### config.mk
export PLATFORM = sky130hd
export DESIGN_NAME = bpub_bank
export DESIGN_NICKNAME = d
export VERILOG_FILES = /design/src/sv/bitstream_pack_unpack_buffer_assert.svh /design/src/sv/bpub_pkg.sv /design/src/sv/bpub_bank.sv
export SDC_FILE = /design/constraint.sdc
export NUM_CORES = 2
export LEC_CHECK = 0
export BUFFER_PORTS_ARGS = -buffer_cell sky130_fd_sc_hd__buf_2
export CORE_UTILIZATION = 45
export CTS_CLUSTER_SIZE = 8
export DETAILED_ROUTE_END_ITERATION = 10
export GPL_ROUTABILITY_DRIVEN = 0
export PLACE_DENSITY = 0.7
export SETUP_SLACK_MARGIN = 0.4
export SLEW_MARGIN = 20
export SYNTH_ARGS = -nofsm -noshare
export SYNTH_HDL_FRONTEND = slang
export SYNTH_SLANG_ARGS = --single-unit
### constraint.sdc
create_clock -name clk -period 6.7 [get_ports clk]
set_clock_uncertainty 0.2 [all_clocks]
set_input_delay 0.335 -clock clk [delete_from_list [all_inputs] [get_ports clk]]
set_output_delay 0.335 -clock clk [all_outputs]
set_load 0.005 [all_outputs]
### src/sv/bitstream_pack_unpack_buffer_assert.svh
// Assertion macros for the bit-stream pack/unpack buffer.
// They expect clk and the active-high synchronous rst to be in scope where used.
`ifndef BITSTREAM_PACK_UNPACK_BUFFER_ASSERT_SVH
`define BITSTREAM_PACK_UNPACK_BUFFER_ASSERT_SVH

// The consequent must hold in the same cycle as the antecedent.
`define BPUB_ASSERT_NOW(label, ante, cons, msg) \
  label: assert property (@(posedge clk) disable iff (rst) (ante) |-> (cons)) \
    else $error(msg);

// The consequent must hold in the cycle after the antecedent.
`define BPUB_ASSERT_NEXT(label, ante, cons, msg) \
  label: assert property (@(posedge clk) disable iff (rst) (ante) |=> (cons)) \
    else $error(msg);

`endif

### src/sv/bpub_pkg.sv
// Shared types, constants and helper functions of the bit-stream pack/unpack buffer.
// Depends on nothing; the design files refer to it by scoped names, the testbench imports it.
package bpub_pkg;

  localparam int STORE_BYTES_DEFAULT = 1024;
  localparam int WORD_BYTES = 8;
  localparam int WORD_W     = 64;
  localparam int WINDOW_W   = 2 * WORD_W;
  localparam int OFF_W      = 6;
  localparam int FIELD_MAX  = 32;
  localparam int PREFIX_W   = 6;
  localparam int WLEN_W     = 6;
  localparam int WDATA_W    = FIELD_MAX + PREFIX_W;
  localparam int CURSOR_W   = 11;
  localparam int RSP_DEPTH  = 4;
  localparam int RSP_CNT_W  = $clog2(RSP_DEPTH + 1);
  localparam int RSP_PTR_W  = $clog2(RSP_DEPTH);

  typedef enum logic [2:0] {
    MODE_WRITE     = 3'd0,
    MODE_READ      = 3'd1,
    MODE_WRITE_VAR = 3'd2,
    MODE_READ_VAR  = 3'd3,
    MODE_ALIGN     = 3'd4,
    MODE_REWIND    = 3'd5,
    MODE_TO_END    = 3'd6,
    MODE_CLEAR     = 3'd7
  } mode_t;

  typedef enum logic [1:0] {
    STATUS_OK        = 2'd0,
    STATUS_NO_DATA   = 2'd1,
    STATUS_BAD_WIDTH = 2'd2,
    STATUS_FULL      = 2'd3
  } status_t;

  typedef logic [CURSOR_W-1:0]  cursor_t;
  typedef logic [RSP_CNT_W-1:0] rsp_cnt_t;

  typedef struct packed {
    mode_t       mode;
    logic [31:0] value;
    logic [5:0]  width;
  } cmd_t;

  typedef struct packed {
    logic [31:0]   read_data;
    status_t       status;
    cursor_t       byte_cursor;
    logic [2:0]    bit_cursor;
  } rsp_t;

  // Number of significant bits of a word, 0 to 32.
  function automatic logic [WLEN_W-1:0] sig_bits(input logic [31:0] v);
    logic [WLEN_W-1:0] n;
    n = '0;
    for (int i = 0; i < 32; i++) begin
      if (v[i]) begin
        n = WLEN_W'(i + 1);
      end
    end
    return n;
  endfunction

  // Ones in the n lowest bits; all ones for n of 32 or more.
  function automatic logic [31:0] low_mask(input logic [WLEN_W-1:0] n);
    logic [32:0] m;
    m = (33'd1 << n) - 33'd1;
    return m[31:0];
  endfunction

  function automatic logic [31:0] sat_to(input logic [31:0] v, input logic [WLEN_W-1:0] n);
    logic [31:0] m;
    m = low_mask(n);
    return (v > m) ? m : v;
  endfunction

endpackage

### src/sv/bpub_bank.sv
// One bank of 64-bit store words with a write port and a registered read port.
// Depends on bpub_pkg for the word width.
module bpub_bank #(
  parameter int DEPTH = 64,
  parameter int AW    = 6
) (
  input  logic                         clk,
  input  logic                         we,
  input  logic [AW-1:0]                waddr,
  input  logic [bpub_pkg::WORD_W-1:0]  wdata,
  input  logic [AW-1:0]                raddr,
  output logic [bpub_pkg::WORD_W-1:0]  rdata
);

  logic [bpub_pkg::WORD_W-1:0] mem [DEPTH];

  // A read at the address being written returns the old word.
  always_ff @(posedge clk) begin
    if (we) begin
      mem[waddr] <= wdata;
    end
    rdata <= mem[raddr];
  end

endmodule

# [Word level (Yosys, flattened, before mapping)]
# Memory sizes are Yosys's and may differ from the RTL's. A register that Yosys moved wholly into a read port is not among the register bits.
# Index checks and enable logic that the tools add are counted.
[totals] out_inout_bits=64 n_memories=1 ram_bits=4096 wordCells=3 regBits=0 in_bits=78
[op_classes] mux=2
[mem_list] memory="mem" words=64 width=64 rd=1 rd_clocked_by_memory_dff=1 wr=1 line_no="bpub_bank.sv:15" source="logic [bpub_pkg::WORD_W-1:0] mem [DEPTH];"
[op_table] cell="$mux W1" n=2

# [Depth between registers and ports, before layout]
[logic_depth] ltp_word=2 ltp_mapped=9 depth_no_buf=5

# [Least setup slack after synthesis]
# No wires, ideal clock.
[synth_path] kind="input to register" start="in waddr[3]" end="mem mem[48][0] (netlist bit) (enable)" t_arrival_ns=5.207 path_stages=4 t_required_ns=5.936 slack_ns=0.729 setup_time_ns=0.564 n_path_buf=1 path_cell_list="clkbuf_1 > nor2b_1 > nand4b_1 > nor3_1"
[synth_rtl] item="from (decl)" line_no="bpub_bank.sv:9" source="input logic [AW-1:0] waddr,"
[synth_rtl] item="to (decl)" line_no="bpub_bank.sv:15"
# Straight into the memory's write port.

# [Worst setup path after layout]
[layout_path] start="in waddr[1]" end="mem mem[37][23] (netlist bit) (enable)"
# Straight into the memory's write port.

==> results.sh <==
export IMPL_grt_usage=0.238
export IMPL_clockBufferDepth=4
export IMPL_period_minus_slack_ns=3.58
export IMPL_hold_path_depth=3
export IMPL_status="completed"
export IMPL_cts_resized=0
export IMPL_cp_endpoint="mem[37][23]"
export IMPL_overflow=0
export IMPL_dpl_hpwl_mm=222
export IMPL_hold_viol_final=0
export IMPL_vias=76832
export IMPL_clkSinkCount=4160
export IMPL_nets=7307
export IMPL_path_clk_slew_ns=0.05
export IMPL_rows=216
export IMPL_slew_viol_final=0
export IMPL_ys_ff_latch=4160
export IMPL_r2r_slack_ns=4.13
export IMPL_p_per_area_mw_per_mm2=323
export IMPL_vias_per_cell=6.35
export IMPL_peakVddDrop_v=0.000267
export IMPL_leakage_nw=56.7
export IMPL_worstSetupStartpointType="input port"
export IMPL_core_area_mm2=0.346
export IMPL_hold_buffers=45
export IMPL_crit_fanout=43
export IMPL_synth_fp_nets=6676
export IMPL_crit_type="in -> reg"
export IMPL_drt_iter0_markers=10345
export IMPL_syn_avg_cell_area_um2=23.7
export IMPL_fmaxAchievable_ghz=0.280
export IMPL_cp_arrival_ns=3.91
export IMPL_reg2reg_to="rdata[11]"
export IMPL_layout_drive_gt1_share=0.282
export IMPL_htree_levels=6
export IMPL_die_h_um=591
export IMPL_yosysWarnings=0
export IMPL_area_delta_synth_final_pct=15.9
export IMPL_grt_max_degree=118
export IMPL_rsz0062_at_grt="no"
export IMPL_num_io_pins=142
export IMPL_route_detailed_drc=0
export IMPL_dr_pass1_iters=6
export IMPL_post_route_util=0.524
export IMPL_numPortBuffers=141
export IMPL_drt_total_wl_mm=417
export IMPL_place_area_mm2=0.164
export IMPL_fillCellCount=25539
export IMPL_setup_slack_ns=3.12
export IMPL_clock_latency_ns=0.95
export IMPL_drt_wirelength_per_cell_um=34.5
export IMPL_synth_area_mm2=0.156
export IMPL_start_util=0.452
export IMPL_slew_headroom=0.225
export IMPL_r2r_start="mem[51][11]"
export IMPL_yosysSeqAreaShare=0.795
export IMPL_drv_cap=0
export IMPL_min_path_type="in -> reg"
export IMPL_netlist_instances=6598
export IMPL_root_buffer="clkbuf_16"
export IMPL_tns_ns=0
export IMPL_synth_cell_types=33
export IMPL_crit_path_end_kind="register"
export IMPL_die_area_mm2=0.350
export IMPL_worst_pin_slew_ns=1.16
export IMPL_cts_tree="yes"
export IMPL_rr_worst_depth=5
export IMPL_dpl_worst_slack_ns=2.58
export IMPL_grt_pass1_wl_mm=589
export IMPL_critPathLaunch="waddr[1]"
export IMPL_period_share=0.534
export IMPL_cts_buffers=594
export IMPL_final_cell_area_mm2=0.181
export IMPL_grt_pass1_vias=78579
export IMPL_critPathRequiredTime_ns=7.03
export IMPL_antenna_found_initial=32
export IMPL_die_w_um=591
export IMPL_ant_nets=0
export IMPL_setup_viol=0
export IMPL_post_cts_buffers=0
how the worst min path moves through the flow:
stage | startpoint | endpoint
floorplan | wdata[0] | mem[0][0]
global placement | rdata[17] | rdata[17]
detailed placement | rdata[17] | rdata[17]
CTS | wdata[57] | mem[22][57]
global route | waddr[2] | mem[54][1]
finish | waddr[2] | mem[54][1]
state kept, by name (all words and copies together), names as in the netlist:
register  cells
mem        4096
rdata        64
cells by family (layout without fill, tap and decap cells):
logic type	Yosys count	count (layout)	share of synthesized area
flops	4160	4160	0.795
simple gates	386	386	0.0124
mux	1159	1159	0.156
buf+inv	389	1306	0.0118
other cells	0	14	0
compound gates	504	504	0.0248
through the flow:
step | total power [mW] | cells | hold slack (ns)
floorplan | 30.8 | 6598 | 0.234
global placement | 31.9 | 11140 | 0.542
detailed placement | 32.0 | 11144 | 0.537
CTS | 58.8 | 12071 | 0.00100
global route | 60.0 | 12095 | 0.0370
finish | 58.6 | 12107 | 0.0632
placed cells by master (no fill, tap or decap), drive strengths merged, types with 3 or more instances in the layout:
cell type    count
nand2           58
dlygate4sd3     65
diode           14
nand3           45
or2             28
a2bb2oi         19
or3             29
a22o            88
dfxtp           64
buf            340
and3            64
clkbuf         831
a31oi           18
a211oi          63
a41oi           26
nor2           112
clkinv          31
a22oi          168
nand2b          11
inv             39
mux4          1024
and2             3
o22ai           83
o221ai          38
nor2b           28
edfxtp        4096
mux2i          135
final cells by class:
| cell class | instances | area (µm²) | share of cell area |
|---|---|---|---|
| Multi-Input combinational cell | 2049 | 30800 | 0.170 |
| Antenna cell | 14 | 35.0 | 0.000193 |
| Timing Repair Buffer | 405 | 3490 | 0.0192 |
| Tap cell | 4578 | 5730 | 0.0316 |
| Clock buffer | 831 | 15800 | 0.0875 |
| Sequential cell | 4160 | 124000 | 0.686 |
| Inverter | 19 | 71.3 | 0.000394 |
| Clock inverter | 51 | 941 | 0.00519 |
layer usage:
layer	global-route usage	wire [µm]	vias to the layer above
met2	0.389	206000	5042
met1	0.316	150000	41216
met5	0	79	-
met3	0.0491	45300	837
li1	-	-	29723
met4	0.0906	16000	14
power breakdown:
group / switching (mW) / internal [mW]
sequential: 0.152 / 28.9
clock: 10.7 / 16.4
combinational: 1.57 / 0.919
synthesized netlist by cell type:
master / n / area (µm²)
and3_1: 64 / 400
nor3_1: 2 / 10.0
nor2_1: 112 / 420
inv_1: 19 / 71.3
edfxtp_1: 4096 / 123000
dfxtp_1: 64 / 1280
a31o_1: 1 / 8.76
clkbuf_1: 140 / 526
buf_1: 20 / 75.1
nand4_1: 2 / 12.5
nand3_1: 45 / 225
or3b_2: 1 / 8.76
a2bb2oi_1: 19 / 166
buf_6: 6 / 67.6
buf_4: 34 / 255
or3_1: 29 / 181
and2_1: 3 / 18.8
a211oi_1: 63 / 473
a22oi_1: 168 / 1260
mux2i_1: 135 / 1350
mux4_2: 1024 / 23100
nand2_1: 58 / 218
nor2b_1: 28 / 175
nand3b_1: 2 / 15.0
or2_2: 28 / 175
nand2b_1: 11 / 68.8
a41oi_1: 26 / 228
o221ai_1: 38 / 333
a31oi_1: 18 / 113
a22o_1: 88 / 771
nand4b_1: 1 / 8.76
o22ai_1: 83 / 519
buf_2: 170 / 851
worst max-delay path, cell delays in order:
cell and delay [ns]:
dlygate4sd3_1 0.54, buf_2 0.22, nor2b_1 0.26, nand3_1 0.59, nor2_4 1.06, buf_4 0.83
No activity file was read; power rests on OpenSTA's default activity.
