File: config.mk
export PLATFORM = sky130hd
export DESIGN_NAME = bpub_rsp_fifo
export DESIGN_NICKNAME = d
export VERILOG_FILES = /design/src/sv/bitstream_pack_unpack_buffer_assert.svh /design/src/sv/bpub_pkg.sv /design/src/sv/bpub_rsp_fifo.sv
export SDC_FILE = /design/constraint.sdc
export NUM_CORES = 1
export LEC_CHECK = 0
export BUFFER_PORTS_ARGS = -buffer_cell sky130_fd_sc_hd__buf_4
export CORE_MARGIN = 2
export CORE_UTILIZATION = 60
export CTS_CLUSTER_DIAMETER = 120
export CTS_CLUSTER_SIZE = 14
export DETAILED_ROUTE_END_ITERATION = 8
export GPL_TIMING_DRIVEN = 0
export MAX_ROUTING_LAYER = met4
export PLACE_DENSITY = 0.83
export REMOVE_ABC_BUFFERS = 1
export SLEW_MARGIN = 30
export SYNTH_ARGS = -nofsm -noshare
export SYNTH_HDL_FRONTEND = slang
export SYNTH_SLANG_ARGS = --single-unit
export TNS_END_PERCENT = 30
File: constraint.sdc
create_clock -name clk -period 5.04 [get_ports clk]
set_input_delay 0.504 -clock clk [delete_from_list [all_inputs] [get_ports clk]]
set_output_delay 0.504 -clock clk [all_outputs]
set_load 0.1 [all_outputs]
File: src/sv/bitstream_pack_unpack_buffer_assert.svh
// Assertion macros for the bit-stream pack/unpack buffer.
// They expect clk and the active-high synchronous rst to be in scope where used.
`ifndef BITSTREAM_PACK_UNPACK_BUFFER_ASSERT_SVH
`define BITSTREAM_PACK_UNPACK_BUFFER_ASSERT_SVH

// The consequent must hold in the same cycle as the antecedent.
`define BPUB_ASSERT_NOW(label, ante, cons, msg) \
  label: assert property (@(posedge clk) disable iff (rst) (ante) |-> (cons)) \
    else $error(msg);

// The consequent must hold in the cycle after the antecedent.
`define BPUB_ASSERT_NEXT(label, ante, cons, msg) \
  label: assert property (@(posedge clk) disable iff (rst) (ante) |=> (cons)) \
    else $error(msg);

`endif

File: src/sv/bpub_pkg.sv
// Shared types, constants and helper functions of the bit-stream pack/unpack buffer.
// Depends on nothing; the design files refer to it by scoped names, the testbench imports it.
package bpub_pkg;

  localparam int STORE_BYTES_DEFAULT = 1024;
  localparam int WORD_BYTES = 8;
  localparam int WORD_W     = 64;
  localparam int WINDOW_W   = 2 * WORD_W;
  localparam int OFF_W      = 6;
  localparam int FIELD_MAX  = 32;
  localparam int PREFIX_W   = 6;
  localparam int WLEN_W     = 6;
  localparam int WDATA_W    = FIELD_MAX + PREFIX_W;
  localparam int CURSOR_W   = 11;
  localparam int RSP_DEPTH  = 4;
  localparam int RSP_CNT_W  = $clog2(RSP_DEPTH + 1);
  localparam int RSP_PTR_W  = $clog2(RSP_DEPTH);

  typedef enum logic [2:0] {
    MODE_WRITE     = 3'd0,
    MODE_READ      = 3'd1,
    MODE_WRITE_VAR = 3'd2,
    MODE_READ_VAR  = 3'd3,
    MODE_ALIGN     = 3'd4,
    MODE_REWIND    = 3'd5,
    MODE_TO_END    = 3'd6,
    MODE_CLEAR     = 3'd7
  } mode_t;

  typedef enum logic [1:0] {
    STATUS_OK        = 2'd0,
    STATUS_NO_DATA   = 2'd1,
    STATUS_BAD_WIDTH = 2'd2,
    STATUS_FULL      = 2'd3
  } status_t;

  typedef logic [CURSOR_W-1:0]  cursor_t;
  typedef logic [RSP_CNT_W-1:0] rsp_cnt_t;

  typedef struct packed {
    mode_t       mode;
    logic [31:0] value;
    logic [5:0]  width;
  } cmd_t;

  typedef struct packed {
    logic [31:0]   read_data;
    status_t       status;
    cursor_t       byte_cursor;
    logic [2:0]    bit_cursor;
  } rsp_t;

  // Number of significant bits of a word, 0 to 32.
  function automatic logic [WLEN_W-1:0] sig_bits(input logic [31:0] v);
    logic [WLEN_W-1:0] n;
    n = '0;
    for (int i = 0; i < 32; i++) begin
      if (v[i]) begin
        n = WLEN_W'(i + 1);
      end
    end
    return n;
  endfunction

  // Ones in the n lowest bits; all ones for n of 32 or more.
  function automatic logic [31:0] low_mask(input logic [WLEN_W-1:0] n);
    logic [32:0] m;
    m = (33'd1 << n) - 33'd1;
    return m[31:0];
  endfunction

  function automatic logic [31:0] sat_to(input logic [31:0] v, input logic [WLEN_W-1:0] n);
    logic [31:0] m;
    m = low_mask(n);
    return (v > m) ? m : v;
  endfunction

endpackage

File: src/sv/bpub_rsp_fifo.sv
// Small response queue between the store pipeline and the response channel.
// Depends on bpub_pkg for the response type and queue depth.
module bpub_rsp_fifo (
  input  logic                clk,
  input  logic                rst,
  input  logic                push,
  input  bpub_pkg::rsp_t      push_data,
  input  logic                pop,
  output logic                valid,
  output bpub_pkg::rsp_t      data,
  output bpub_pkg::rsp_cnt_t  count
);

  localparam int PTR_W = bpub_pkg::RSP_PTR_W;

  bpub_pkg::rsp_t     entry [bpub_pkg::RSP_DEPTH];
  logic [PTR_W-1:0]   head;
  logic [PTR_W-1:0]   tail;
  logic               do_pop;

  assign valid  = (count != '0);
  assign data   = entry[head];
  assign do_pop = pop && valid;

  function automatic logic [PTR_W-1:0] ptr_inc(input logic [PTR_W-1:0] p);
    return (p == PTR_W'(bpub_pkg::RSP_DEPTH - 1)) ? '0 : p + 1'b1;
  endfunction

  always_ff @(posedge clk) begin
    if (rst) begin
      head  <= '0;
      tail  <= '0;
      count <= '0;
    end else begin
      if (push) begin
        tail <= ptr_inc(tail);
      end
      if (do_pop) begin
        head <= ptr_inc(head);
      end
      if (push && !do_pop) begin
        count <= count + 1'b1;
      end else if (do_pop && !push) begin
        count <= count - 1'b1;
      end
    end
  end

  always_ff @(posedge clk) begin
    if (push) begin
      entry[tail] <= push_data;
    end
  end

endmodule

* Word-level counts from Yosys, hierarchy flattened *
Memory sizes are Yosys's and may differ from the RTL's. A register that Yosys moved wholly into a read port is not among the register bits.
Index checks and enable logic that the tools add are counted.
Widths: inputs -> output; s select.

storage, ports and cells
  register bits = 7
  memory bits (writable) = 192
  input bits = 52
  word-level logic and storage cells = 25
  memories kept = 1

operators by class
  add/sub/neg operators = 4
  equal/unequal tests = 2
  mux-type cells = 8
  reduce and logical (&&, ||, !) cells = 7

memories
  name   depth  width  rd ports  clocked after Yosys merged registers in  wr ports  RTL line             text
  entry  4      48     1         1                                        1         bpub_rsp_fifo.sv:16  bpub_pkg::rsp_t entry [bpub_pkg::RSP_DEPTH];

operators by type and width
  cell                 count
  $mux 2               4
  $mux 3               2
  $add 2x1->2 const B  2
  $eq 2x2->1 const B   2
  $add 3x1->3 const B  1
  $logic_and 1x1->1    3
  $reduce_bool 3->1    1
  $sub 3x1->3 const B  1
  $logic_not 1->1      2
  $mux 1               2
  $reduce_bool 2->1    1

* Logic depth before layout (Yosys ltp) *
Gate-level depths: netlist (run 1).

  depth in word-level cells = 5
  gate-level depth with buffers = 7
  mapped depth without buffers = 7

* Least setup slack after synthesis (run 1) *
No wires, ideal clock.

  path type = register to register
  start = reg count[0]
  end = reg count[2]
  setup time = 70 ps
  data arrival time = 2383 ps
  data required time = 4970 ps
  path slack = 2587 ps
  stages on the path, launching flop included = 8
  cell sequence = dfxtp_1 o31ai_2 ha_1 inv_1 fa_1 xor2_1 or3_1 a21oi_1

between the ends
  cells in the longest elaborated chain, start to end = 5

ends and longest elaborated chain
  element                                                              RTL line             text
  start, declared                                                      bpub_rsp_fifo.sv:11  output bpub_pkg::rsp_cnt_t count
  start signal, assigned                                               bpub_rsp_fifo.sv:42  count <= count + 1'b1;
  start signal, assigned                                               bpub_rsp_fifo.sv:44  count <= count - 1'b1;
  parallel branches: the longest is 5 deep, another holds $sub 3x1->3  n/a

Several ways; the timed one is not identified. The select of a mux whose other input is x is not followed.
A chain may end at the register's enable or synchronous reset.

==> metrics.md, run 1 <==
| Metric | Value |
|---|---|
| Most frequent cells in the layout | edfxtp_1, buf_4, mux4_2 |
| P&R area growth vs syn | 21.1% |
| DRT iter0 DRCs | approximately 260 |
| CP max stage cell | dfxtp_4 |
| Postcts setup bufs | 0 |
| Area leader, netlist | edfxtp_1 |
| Crit end category | primary output |
| Later-pin clock latency in the skew report | between 0.4 and 0.5 ns |
| R2R depth | 7 |
| Leak | slightly above 3 nW |
| GRT Util Overall | 20.0% |
| CTS sink count | 201 |
| Synth top area share | between 70% and 80% |
| Hold Startpoint | push_data[6] |
| Final HPWL DP | ~7600 um |
| Initial antenna violation count | 0 |
| Via count | approximately 3300 |
| Core ar. | 12000 um^2 |
| Reg power frac | between 30% and 40% |
| CTS Buffer Depth | 3 |
| Share of layout cells above drive strength 1 | ~43% |
| Fin Setup TNS | 0 ns |
| WP data arrival | 2.23 ns |
| Hold depth | 1 |
| Final Hold Fails | 0 |
| Fin nets | roughly 470 |
| Max-cap violations | 0 |
| Maximum VDD drop | 0.000489 V |
| Met3 usage | between 3 and 4% |
| Port bufs | 103 |
| CP Max Fanout | 27 |
| Distinct cells, synth | 20 |
| Worst-path clk slew | approximately 0.070 ns |
| Die Height | 115 um |
| # diodes | 0 |
| Hold_buf cts | 0 |
| Warnings from Yosys | 0 |
| Hold Slack | around 0.24 ns |
| Register area share after synthesis | ~81% |
| GR Util met2 | 32.6% |
| GRT overflow | 0 |
| Power Dens Cells | between 500 and 600 nW/um^2 |
| Fmax | between 0.3 and 0.4 GHz |
| Initial Utilization | about 61% |
| CP startpoint kind | flip-flop |
| First-pass GRT wire length | 19000 um |
| Pint | 0.00309 W |
| Vias in the first global route | ~3600 |
| Syn_area_per_cell | between 20 and 30 um^2 |
| Largest net degree at the start of global routing | 32 |
| DIE WIDTH | ~110 um |
| Clock Skews | roughly 0.0074 ns |
| Cells along the critical path | buf_12, mux4_2, buf_4 |
| Worst r2r src | count[0]$_SDFFE_PP0P_ |
| Hold crit path type | input port to flip-flop |
| Part of the power in combinational logic | a little over a third |
| DRT Pass-1 Iters | 4 |
| RSZ-0062 raised after global routing | no |
| FP Rows | 40 |
| GRT busiest layer | met2 |
| DRC Markers | 0 |
| Routed WL per cell | ~22 um |
| Met1 usage | about a quarter |
| Switching share of power | around two fifths |
| Cts bufs inserted | 18 |
| DR vias/cell | approximately 5.8 |
| Slew HR | 68.8% |
| H-tree level count | 1 |
| Min Tclk post-route | between 2 and 3 ns |
| Net switching power figure | roughly 0.0019 W |
| Die area | between 10000 and 15000 um^2 |
| Slew Limit Fails | 0 |
| Final design utilization | 74.2% |
| Final setup fails | 0 |
| CP Class | flip-flop to primary output |
| Total wire length | 12400 um |
| WHS Endpoint | entry[0][6]$_DFFE_PP_ |
| Crit-path max cell delay | ~0.65 ns |
| Post-CTS sizing | 0 |
| R2R Setup Slk | around 2.9 ns |
| Antenna viol nets, final | 0 |
| Power, Total | about 0.005 W |
| CTS root buf | clkbuf_16 |
| RR Endpoint | count[2]$_SDFFE_PP0P_ |
| Worst Tran Pin Value | roughly 0.47 ns |
| Filler Cells Inserted | 705 |
| Period utilisation layout | a little over half |
| Status | complete, no violations |
| Critical Path RT | roughly 4.5 ns |
| Io pins | 104 |
| Leading post-synthesis cells by cell area | edfxtp_1, mux4_2, dfxtp_1 |
| CTS tree | built |
| FF+latch count, synth | about 200 |
| Proportion of power drawn by the clock network | between 20% and 30% |
| Final GP Congestion | roughly 0.67 |
| Commonest non-fill, non-tap cell in the layout | edfxtp_1 |
| Post-Synthesis Cells | approximately 290 |
| Cell Area, Synth | 7360 um^2 |
[state kept, by name (all words and copies together), names as in the netlist, named ones only]
| name | flops |
|---|---|
| count | 3 |
| head | 2 |
| tail | 2 |
| entry | 192 |
[routing by layer]
layer	up-vias	wire length (um)
met1	1712	5190
li1	1479	-
met2	102	6300
met5	-	0
met4	0	218
met3	17	713
[cell type report]
type	instances	area [um^2]	area share (%)
multi-input combinational	79	1340	15.0
tap	147	184	2.06
clock buffer	31	520	5.84
sequential	201	5950	66.8
inverter	4	15.0	0.168
clock inverter	1	11.3	0.126
timing repair buffer	109	893	10.0
[power groups by stage]
| stage | logic, W | clock network [W] | registers, W |
|---|---|---|---|
| global placement | 0.00171 | 0 | 0.00210 |
| CTS | 0.00179 | 0.00128 | 0.00200 |
| finish | 0.00177 | 0.00125 | 0.00200 |
| detailed placement | 0.00179 | 0 | 0.00204 |
| floorplan | 0.00134 | 0 | 0.00211 |
| global route | 0.00183 | 0.00135 | 0.00201 |
[kinds of logic (layout without fill, tap and decap cells)]
logic type / after synthesis / count (layout) / synth area share [%]
XOR/XNOR: 2 / 2 / 0.238
flip-flops: 201 / 201 / 80.8
multiplexers: 51 / 51 / 15.1
adder cells (fa/ha/maj): 7 / 7 / 1.29
AND/OR/NAND/NOR: 14 / 14 / 1.00
AO/OA/AOI/OAI: 5 / 5 / 0.442
buffers and inverters: 14 / 145 / 1.17
[stage by stage]
stage	setup WS (ns)	std cells	cell area, um^2
global placement	0.682	534	8250
detailed placement	2.73	540	8390
global route	2.15	572	8920
floorplan	1.52	284	7290
CTS	2.23	572	8920
finish	2.30	572	8920
[synth_stat cells]
cell type	n
edfxtp_1	192
mux4_2	48
dfxtp_1	9
ha_1	6
nor2_1	5
and2_1	4
inv_1	4
a21oi_1	3
buf_2	3
buf_6	3
mux2i_1	3
or3_1	3
buf_4	2
clkbuf_1	2
xor2_1	2
fa_1	1
nand2_1	1
nor3b_1	1
o21ai_0	1
o31ai_2	1
[worst max-delay path by stage]
stage | start | endpoint | slack, ns
CTS | flip-flop | data[30] | 2.23
floorplan | flip-flop | data[0] | 1.52
detailed placement | flip-flop | data[30] | 2.73
global placement | flip-flop | data[10] | 0.68
finish | flip-flop | data[15] | 2.30
global route | flip-flop | data[24] | 2.15
[worst max-delay path: cells and delay by family, from the launching register on]
kind / cells / cell delay, ns
DFF: 1 / 0.65
muxes: 1 / 0.55
buffers and inverters: 2 / 0.54
(Power assumes the default switching activity.)
==> run 2, diff against run 1 <==
--- a/config.mk
+++ b/config.mk
@@ -5,15 +5,16 @@
 export SDC_FILE = /design/constraint.sdc
 export NUM_CORES = 1
 export LEC_CHECK = 0
+export ABC_AREA = 1
 export BUFFER_PORTS_ARGS = -buffer_cell sky130_fd_sc_hd__buf_4
 export CORE_MARGIN = 2
-export CORE_UTILIZATION = 60
+export CORE_UTILIZATION = 51
 export CTS_CLUSTER_DIAMETER = 120
 export CTS_CLUSTER_SIZE = 14
 export DETAILED_ROUTE_END_ITERATION = 8
 export GPL_TIMING_DRIVEN = 0
 export MAX_ROUTING_LAYER = met4
-export PLACE_DENSITY = 0.83
+export PLACE_DENSITY = 0.75
 export REMOVE_ABC_BUFFERS = 1
 export SLEW_MARGIN = 30
 export SYNTH_ARGS = -nofsm -noshare
==> constraint.sdc (replaced) <==
create_clock -name clk -period 2.2 [get_ports clk]
set_input_delay 0.22 -clock clk [delete_from_list [all_inputs] [get_ports clk]]
set_output_delay 0.22 -clock clk [all_outputs]
set_load 0.1 [all_outputs]
==> metrics.md, run 2 <==
| Metric | Value |
|---|---|
| Part of the power in combinational logic | 43.7% (was 35.3%) |
| RSZ-0062 raised after global routing | yes (was no) |
| Critical Path Stages | 4 (was 3) |
| Final Cell Area | 9810 um^2 (was 8920 um^2) |
| Register area share after synthesis | 77.7% (was 80.8%) |
| Final design utilization | 67.3% (was 74.2%) |
| CTS tree | built (unchanged) |
| P&R area growth vs syn | 28.3% (was 21.1%) |
| Sequential cell area | 5950 um^2 (unchanged) |
| WP data arrival | 1.94 ns (was 2.23 ns) |
| Reg power frac | 34.5% (was 39.8%) |
| Switching share of power | 44.5% (was 38.5%) |
| Fin nets | 742 (was 472) |
| Port bufs | 103 (unchanged) |
| Routed WL per cell | 19.1 um (was 21.7 um) |
| Total wire length | 16800 um (was 12400 um) |
| Area leader, netlist | edfxtp_1 (unchanged) |
| Pre-CTS WS | -0.192 ns (was 2.73 ns) |
| Slew HR | 74.0% (was 68.8%) |
| Most frequent cell after synthesis | edfxtp_1 (unchanged) |
| Top_reg_cell synth | edfxtp_1 (unchanged) |
| Cells along the critical path | buf_16, o21ai_0, o22ai_2, buf_8 (was buf_12, mux4_2, buf_4) |
| Share of layout cells above drive strength 1 | 22.4% (was 43.3%) |
| Period utilisation layout | between 90 and 100% |
| Final WS setup | 0.0426 ns (was 2.30 ns) |
| Most frequent cells after synthesis | edfxtp_1, nor2_1, o21ai_0 (was edfxtp_1, mux4_2, dfxtp_1) |
| Leak | 3.52 nW (was 3.04 nW) |
| Warnings from Yosys | 0 (unchanged) |
| Filler Cells Inserted | 981 (was 705) |
| Final HPWL DP | 8530 um (was 7630 um) |
| Core ar. | 14600 um^2 (was 12000 um^2) |
| Pint | 0.00731 W (was 0.00309 W) |
| GRT overflow | 0 (unchanged) |
| Proportion of power drawn by the clock network | 21.8% (was 24.9%) |
| Worst-path clk slew | 0.06 ns (was 0.07 ns) |
| Final setup fails | 0 (unchanged) |
| DRT Pass-1 Iters | 7 (was 4) |
| Io pins | 104 (unchanged) |
| CTS sink count | 201 (unchanged) |
| Post-Synthesis Cells | 529 (was 294) |
| CP Class | flip-flop to primary output (unchanged) |
| Synth top area share | 75.4% (was 78.3%) |
| Net switching power figure | 0.00586 W (was 0.00193 W) |
| Later-pin clock latency in the skew report | 0.48 ns (was 0.46 ns) |
| R2R depth | 12 (was 7) |
| Hold crit path type | input port to flip-flop (unchanged) |
| Power Dens Cells | 1340 nW/um^2 (was 563 nW/um^2) |
| CP Max Fanout | 25 (was 27) |
| Worst Tran Pin Value | 0.391 ns (was 0.469 ns) |
| DR vias/cell | 5.61 (was 5.79) |
| Commonest non-fill, non-tap cell in the layout | edfxtp_1 (unchanged) |
| Placement-stage cell area | 8570 um^2 (was 8390 um^2) |
| DRT iter0 DRCs | 424 (was 258) |
| Fmax | about 0.46 GHz |
| Leading post-synthesis cells by cell area | edfxtp_1, o21ai_0, nor2_1 (was edfxtp_1, mux4_2, dfxtp_1) |
| Antenna viol nets, final | 0 (unchanged) |
| Top reg by flops | entry (unchanged) |
| Die Height | 126 um (was 115 um) |
| Fin Setup TNS | 0 ns (unchanged) |
| GRT Util Overall | 21.1% (was 20.0%) |
| CTS Buffer Depth | 3 (unchanged) |
| Top Registers | entry x192, count x3 (unchanged) |
| DIE WIDTH | 126 um (was 115 um) |
| CP top delay family | flip-flops (unchanged) |
| Power, Total | 0.0132 W (was 0.00502 W) |
| Via count | 4927 (was 3310) |
| Clock Skews | 0.0124 ns (was 0.00736 ns) |
| Number of synthesized flops with an enable pin | 192 (unchanged) |
| Cts bufs inserted | 18 (unchanged) |
| R2R Setup Slk | 0.36 ns (was 2.88 ns) |
| Max reg flops | 192 (unchanged) |
| Critical Path RT | 1.98 ns (was 4.54 ns) |
| Max-cap violations | 0 (unchanged) |
| Crit-path max cell delay | 0.57 ns (was 0.65 ns) |
| H-tree level count | 1 (unchanged) |
| Cell Area, Synth | 7650 um^2 (was 7360 um^2) |
| Slew Limit Fails | 0 (unchanged) |
| Area of the multi-input gates | 1420 um^2 (was 1340 um^2) |
| Die area | 16000 um^2 (was 13200 um^2) |
| Distinct cells, synth | 25 (was 20) |
| Initial antenna violation count | 0 (unchanged) |
| Ys async rst share | 0% (unchanged) |
| DRC Markers | 0 (unchanged) |
| FF+latch count, synth | 201 (unchanged) |
| CP Buf/Inv Count | 2 (unchanged) |
| Final GP Congestion | 0.783 (was 0.668) |
| CP startpoint kind | flip-flop (unchanged) |
| Final Hold Fails | 0 (unchanged) |
| RR Endpoint | count[2]$_SDFFE_PP0P_ (unchanged) |
| FP Rows | 44 (was 40) |
| Crit path to | data[35] (was data[15]) |
| Status | complete, no violations (unchanged) |
| # diodes | 0 (unchanged) |
| Min Tclk post-route | approximately 2.2 ns |
| Most frequent cells in the layout | edfxtp_1, nor2_1, o21ai_0, buf_4, dlygate4sd3_1 (was edfxtp_1, buf_4, mux4_2) |
| First-pass GRT wire length | 25500 um (was 19000 um) |
| Initial Utilization | 52.4% (was 61.3%) |
| Maximum VDD drop | 0.00148 V (was 0.000489 V) |
| Worst r2r src | count[2]$_SDFFE_PP0P_ (was count[0]$_SDFFE_PP0P_) |
| Crit end category | primary output (unchanged) |
| Vias in the first global route | 5019 (was 3569) |
| Largest net degree at the start of global routing | 49 (was 32) |
| CP max stage cell | dfxtp_4 (unchanged) |
| Syn_area_per_cell | 14.5 um^2 (was 25.0 um^2) |
| CTS root buf | clkbuf_16 (unchanged) |
## run 2: cell types whose count changed in the layout (fill, tap and decap cells not counted), sizes merged, moves of 12 or more
cell,delta
mux4,-48
inv,+14
o21ai,+98
nand2,+12
o22ai,+48
nor2,+100
dlygate4sd3,+49
## run 2: kinds of logic (layout without fill, tap and decap cells)
family,count (synthesis),after routing,share of synthesized area (%)
flops,201,201,77.7
compound gates,151,151,10.7
simple gates,122,122,6.43
buf+inv,48,214,3.94
fa+ha+maj,7,7,1.24
## run 2: power groups by stage
stage,Sequential (W),Clock (W),Combinational (W)
final,0.00455,0.00287,0.00575
after global routing,0.00457,0.00307,0.00597
after CTS,0.00455,0.00291,0.00560
after detailed placement,0.00465,0,0.00530
after global placement,0.00476,0,0.00503
after floorplan,0.00480,0,0.00387
## run 2: metrics by stage
stage,std cells,hold WS [ns]
detailed placement,791,0.390
finish,879,0.0731
floorplan,498,0.292
global route,879,0.0903
global placement,785,0.388
CTS,876,0.0442
## run 2: final cells by class
class | count | share of cell area [%]
sequential | 201 | 60.7
timing repair buffer | 164 | 16.0
multi-input combinational | 280 | 14.4
clock buffer | 31 | 5.30
tap | 184 | 2.35
inverter | 17 | 0.995
timing repair inverter | 1 | 0.204
clock inverter | 1 | 0.115
## run 2: worst min path at each step
stage               startpoint                   end  slack [ns]  depth (start not counted)
floorplan                  rst  tail[0]$_SDFFE_PP0P_        0.29                          1
global placement           rst  tail[0]$_SDFFE_PP0P_        0.39                          2
detailed placement         rst  tail[0]$_SDFFE_PP0P_        0.39                          2
CTS                        pop             flip-flop        0.04                          4
global route               pop             flip-flop        0.09                          4
finish                     pop             flip-flop        0.07                          4
## run 2: timing repair
| item | CTS | global route |
|---|---|---|
| buffers inserted | 2 | 2 |
| endpoints found under the hold margin | 193 | 0 |
| hold buffers | 49 | 0 |
| setup endpoints to repair | 48 | 42 |
| gates cloned | 2 | 1 |
| gates resized for setup | 16 | 17 |
## run 2: worst min-delay path, cell delays in order
cell and delay, ns:
buf_4 0.09, nand3b_1 0.08, nand2_1 0.06, nor2_1 0.05
## run 2: layer usage
metal	part of all wire [%]	global-route usage (%)	vias to the layer above
met4	1.7	5.88	0
met3	6.7	4.09	32
li1	-	-	2280
met1	41	26.0	2425
met5	0	-	-
met2	50	35.8	190
